[config.mk]
export PLATFORM = sky130hd
export DESIGN_NAME = fsa_divider
export DESIGN_NICKNAME = d
export VERILOG_FILES = /design/src/fsa_pkg.sv /design/src/fsa_divider.sv
export SDC_FILE = /design/constraint.sdc
export NUM_CORES = 2
export LEC_CHECK = 0
export ABC_AREA = 0
export BUFFER_PORTS_ARGS = -buffer_cell sky130_fd_sc_hd__buf_2
export CAP_MARGIN = 20
export CORE_MARGIN = 5
export CORE_UTILIZATION = 55
export DETAILED_ROUTE_END_ITERATION = 7
export PLACE_DENSITY = 0.7
export REMOVE_ABC_BUFFERS = 1
export SLEW_MARGIN = 30
export SYNTH_ARGS = -nofsm -noshare
export SYNTH_HDL_FRONTEND = slang
export SYNTH_SLANG_ARGS = --single-unit
[constraint.sdc]
create_clock -name clk -period 32 [get_ports clk]
set_input_delay 1.6 -clock clk [delete_from_list [all_inputs] [get_ports clk]]
set_output_delay 1.6 -clock clk [all_outputs]
set_load 0.005 [all_outputs]
[src/fsa_pkg.sv]
// ----------------------------------------------------------------------------
// fsa_pkg: shared types and helpers for the frame stack averager
// Widths, register indexes, channel bundles and the radix-2 division step
// that the averaging divider pipeline repeats.
// ----------------------------------------------------------------------------
package fsa_pkg;

  localparam int SAMPLE_W   = 16;
  localparam int SUM_W      = 24;
  localparam int PIX_W      = 16;
  localparam int FRM_W      = 8;
  localparam int FCNT_W     = 9;
  localparam int PCNT_W     = 17;
  localparam int CFG_W      = 17;
  localparam int CFG_IDX_W  = 1;
  localparam int CHANNELS   = 3;
  localparam int MAX_PIXELS = 65536;
  localparam int MAX_FRAMES = 256;

  // Divider: the divisor is at most 256, so it needs 9 bits; the remainder below it uses the same width.
  localparam int DIV_W      = FCNT_W;
  localparam int DIV_BITS   = 4;
  localparam int DIV_STAGES = SUM_W / DIV_BITS;

  localparam logic [CFG_IDX_W-1:0] CFG_FRAME_COUNT = 1'b0;
  localparam logic [CFG_IDX_W-1:0] CFG_PIXEL_COUNT = 1'b1;

  // Element 0 is red, 1 green, 2 blue.
  typedef logic [CHANNELS-1:0][SAMPLE_W-1:0] sample3_t;
  typedef logic [CHANNELS-1:0][SUM_W-1:0]    sum3_t;

  typedef struct packed {
    sum3_t sum;
    logic  done;
  } acc_item_t;

  typedef struct packed {
    logic [DIV_W-1:0] rem;
    logic [SUM_W-1:0] num;
  } div_lane_t;

  // Restoring division, DIV_BITS quotient bits per call. Quotient bits shift
  // into the low end of num as dividend bits leave the top.
  function automatic div_lane_t div_step(div_lane_t cur, logic [DIV_W-1:0] d);
    logic [DIV_W:0] t;
    div_lane_t      nx;
    nx = cur;
    for (int k = 0; k < DIV_BITS; k++) begin
      t      = {nx.rem, nx.num[SUM_W-1]};
      nx.num = {nx.num[SUM_W-2:0], 1'b0};
      if (t >= {1'b0, d}) begin
        t         = t - {1'b0, d};
        nx.num[0] = 1'b1;
      end
      nx.rem = t[DIV_W-1:0];
    end
    return nx;
  endfunction

endpackage

[src/fsa_divider.sv]
// ----------------------------------------------------------------------------
// fsa_divider: pipelined truncating divide of the channel sums
// Six stages, four restoring-division steps each, three channel lanes in
// parallel. Each stage holds its item until the next stage has room.
// ----------------------------------------------------------------------------
module fsa_divider (
  input  logic                        clk,
  input  logic                        rst,
  input  logic [fsa_pkg::FCNT_W-1:0]  divisor,
  input  logic                        in_valid,
  output logic                        in_ready,
  input  fsa_pkg::acc_item_t          in_item,
  output logic                        out_valid,
  input  logic                        out_ready,
  output fsa_pkg::sample3_t           out_avg,
  output logic                        out_done
);
  import fsa_pkg::*;

  localparam int LAST = DIV_STAGES - 1;

  logic [DIV_STAGES-1:0] st_valid;
  logic [DIV_STAGES-1:0] st_ready;
  logic [DIV_STAGES-1:0] st_done;
  div_lane_t             st_lane [DIV_STAGES][CHANNELS];

  logic [DIV_STAGES-1:0] up_valid;
  logic [DIV_STAGES-1:0] up_done;
  div_lane_t             up_lane [DIV_STAGES][CHANNELS];

  for (genvar i = 0; i < DIV_STAGES; i++) begin : g_stage
    if (i == LAST) begin : g_tail
      assign st_ready[i] = !st_valid[i] || out_ready;
    end else begin : g_mid
      assign st_ready[i] = !st_valid[i] || st_ready[i+1];
    end
    if (i == 0) begin : g_head
      assign up_valid[i] = in_valid;
      assign up_done[i]  = in_item.done;
      for (genvar c = 0; c < CHANNELS; c++) begin : g_ch
        assign up_lane[i][c] = '{rem: '0, num: in_item.sum[c]};
      end
    end else begin : g_body
      assign up_valid[i] = st_valid[i-1];
      assign up_done[i]  = st_done[i-1];
      for (genvar c = 0; c < CHANNELS; c++) begin : g_ch
        assign up_lane[i][c] = st_lane[i-1][c];
      end
    end

    always_ff @(posedge clk) begin
      if (rst) begin
        st_valid[i] <= 1'b0;
      end else if (st_ready[i]) begin
        st_valid[i] <= up_valid[i];
      end
    end

    always_ff @(posedge clk) begin
      if (st_ready[i] && up_valid[i]) begin
        st_done[i] <= up_done[i];
        for (int c = 0; c < CHANNELS; c++) begin
          st_lane[i][c] <= div_step(up_lane[i][c], divisor);
        end
      end
    end
  end

  assign in_ready  = st_ready[0];
  assign out_valid = st_valid[LAST];
  assign out_done  = st_done[LAST];

  always_comb begin
    for (int c = 0; c < CHANNELS; c++) begin
      out_avg[c] = st_lane[LAST][c].num[SAMPLE_W-1:0];
    end
  end

endmodule

==> qor.csv <==
metric;value;unit
die_width;297;µm
yosys-top-cells-area;edfxtp_1 29%, ha_1 17%, mux2_2 7.9%;
dieArea;88200;µm²
rsz0062_at_grt;false;
rrSetupSlack;22.03;ns
cts_buffers;53;
min_from;st_lane[2][66];
worst_pin_slew;0.962;ns
drv_cap;0;
gr-usage-met2;41.6;%
dp_hpwl;80800;µm
final_common_cell;ha_1;
ioPinCount;137;
async_reset_ff_share;0;%
grt_max_degree;68;
critPathLaunchType;input port;
path_delay_family;compound AO/OA/AOI/OAI gates;
grt_overflow;0;
use_met3;2.46;%
path_clk_slew;0.06;ns
worst-endpoint-required;32.35;ns
yosysTopAreaCellShare;29.2;%
wl;111000;µm
cts.sinks;447;
ys_seq_elements;447;
grt_util_met1;33.2;%
clk_path_buf_depth;3;
grt_usage;24.3;%
synth_edf_count;441;
synth_top_cell_by_area;edfxtp_1;
drtIter0Drc;2152;
grt_pass1_wl;180000;µm
start_util;55.3;%
r2r-end;st_lane[4][59];
crit_fanout;32;
clk_latency;0.65;ns
setup-tns-final;0;ns
hp-class;reg -> reg;
vias_per_cell;6.08;
final_layout_size_suffix_gt1_share;14.4;%
vias;35400;
nNetsFinal;5487;
yosysWarnings;0;
max_freq;88.2;MHz
holdWs;0.399;ns
finalMaxSlewViolations;0;
row_count;105;
wire_per_inst;19.0;µm
synth_cell_types;100;
crit_type;in -> reg;
min_period;11.34;ns
drcViolationCount;0;
root_buffer;clkbuf_16;
skew;0.0325;ns
antenna_found_initial;0;
hold_end;st_lane[3][70];
max-slew-margin-rel;35.9;%
drt_pass1_iterations;5;
hold_viol;0;
endpoint_kind;flop;
final_cell_mix;627 x ha_1, 441 x edfxtp_1, 326 x a21oi_1, 318 x mux2_2, 290 x nor2_1;
hold_buffers;0;
io_buffers;136;
min_period_over_period;35.4;%
grt_pass1_vias;34900;
synth_seq_area_share;29.5;%
cts_tree;done;
htreeDepth;2;
die_y;297;µm
busiest_layer;met2;
cpMaxStageDelayCell;buf_4;
arrival;11.69;ns
synthCells;4532;
area_growth;9.08;%
postCtsSetupBuffers;0;
core_area;81800;µm²
hold_path_depth;0;
path_buf_inv;7;
ant_nets;0;
num-fill-cells;6946;
r2r_cells;35;
post_cts_resized;0;
diodes;0;
outcome;completed;
slowest_delay;0.63;ns
setup_viol;0;
r2r-start;st_lane[3][56];
synth_area_per_cell;9.99;µm²
syn_area;45300;µm²
gp_congestion;0.915;
dominantRegCellSynth;edfxtp_1;
cells by family after synthesis:
| group | Yosys count | synth area share [%] |
|---|---|---|
| compound gates | 1235 | 18.3 |
| xor+xnor | 383 | 7.41 |
| fa+ha+maj | 693 | 20.2 |
| buf+inv | 349 | 3.03 |
| flops | 447 | 29.5 |
| mux | 410 | 10.3 |
| simple gates | 1015 | 11.3 |
synthesized netlist by cell type, types with 33 or more instances:
master / instances
nor3_1: 102
inv_1: 296
o31ai_1: 40
o21a_1: 80
a21o_1: 186
xor2_1: 146
o21bai_1: 51
ha_1: 627
o21ai_0: 210
a31oi_1: 33
nand2_1: 204
edfxtp_1: 441
mux2_2: 318
a211oi_1: 44
mux2i_1: 66
nor2_1: 290
nand4_1: 82
nor2b_1: 96
xnor2_1: 237
a21oi_1: 331
nand3_1: 45
fa_1: 66
state kept, by name, summed over array words and instances (netlist names):
signal     cells
out_valid      1
st_lane      435
st_done        5
out_done       1
st_valid       5
stage by stage:
step	std cells	util, %	instance area [µm²]	setup slack [ns]
2_1_floorplan	4486	-	45000	18.97
3_3_place_gp	5721	58.0	47400	20.26
3_5_place_dp	5722	58.0	47500	20.18
4_1_cts	5820	60.3	49300	20.82
5_1_grt	5821	60.3	49400	19.98
6_report	5821	60.3	49400	20.66
layer usage:
metal	routed length [µm]	vias up
li1	-	17500
met3	4930	166
met4	2720	0
met2	51900	837
met1	51000	16800
met5	0	-
area by class of cell:
type                            instances  area [µm²]  area share (%)
Sequential cell                       447       13400            27.1
Clock buffer                           57        1340            2.72
Clock inverter                         41         552            1.12
Multi-Input combinational cell       3736       30700            62.1
Timing Repair Buffer                  167         966            1.96
Tap cell                             1070        1340            2.71
Inverter                              303        1170            2.36
worst reg2reg max path: cells and delay by family (launching register included):
kind	cells	cell delay, ns
flip-flops	1	0.41
AO/OA/AOI/OAI	16	4.11
adder cells (fa/ha/maj)	5	1.74
AND/OR/NAND/NOR	7	2.01
buffers and inverters	5	0.68
multiplexers	2	0.75
worst max path at each step:
| stage | startpoint | end | slack [ns] | cells past startpoint |
|---|---|---|---|---|
| after floorplan | divisor[1] | st_lane[4][62] | 18.97 | 34 |
| after global placement | divisor[0] | st_lane[1][63] | 20.26 | 33 |
| after detailed placement | divisor[0] | st_lane[4][61] | 20.18 | 36 |
| after CTS | divisor[0] | st_lane[4][61] | 20.82 | 36 |
| after global routing | divisor[6] | st_lane[4][65] | 19.98 | 37 |
| final | divisor[6] | st_lane[4][59] | 20.66 | 36 |
Power is not shown: default switching activity piles up to over one toggle a cycle in this logic, so the estimate is an artifact.
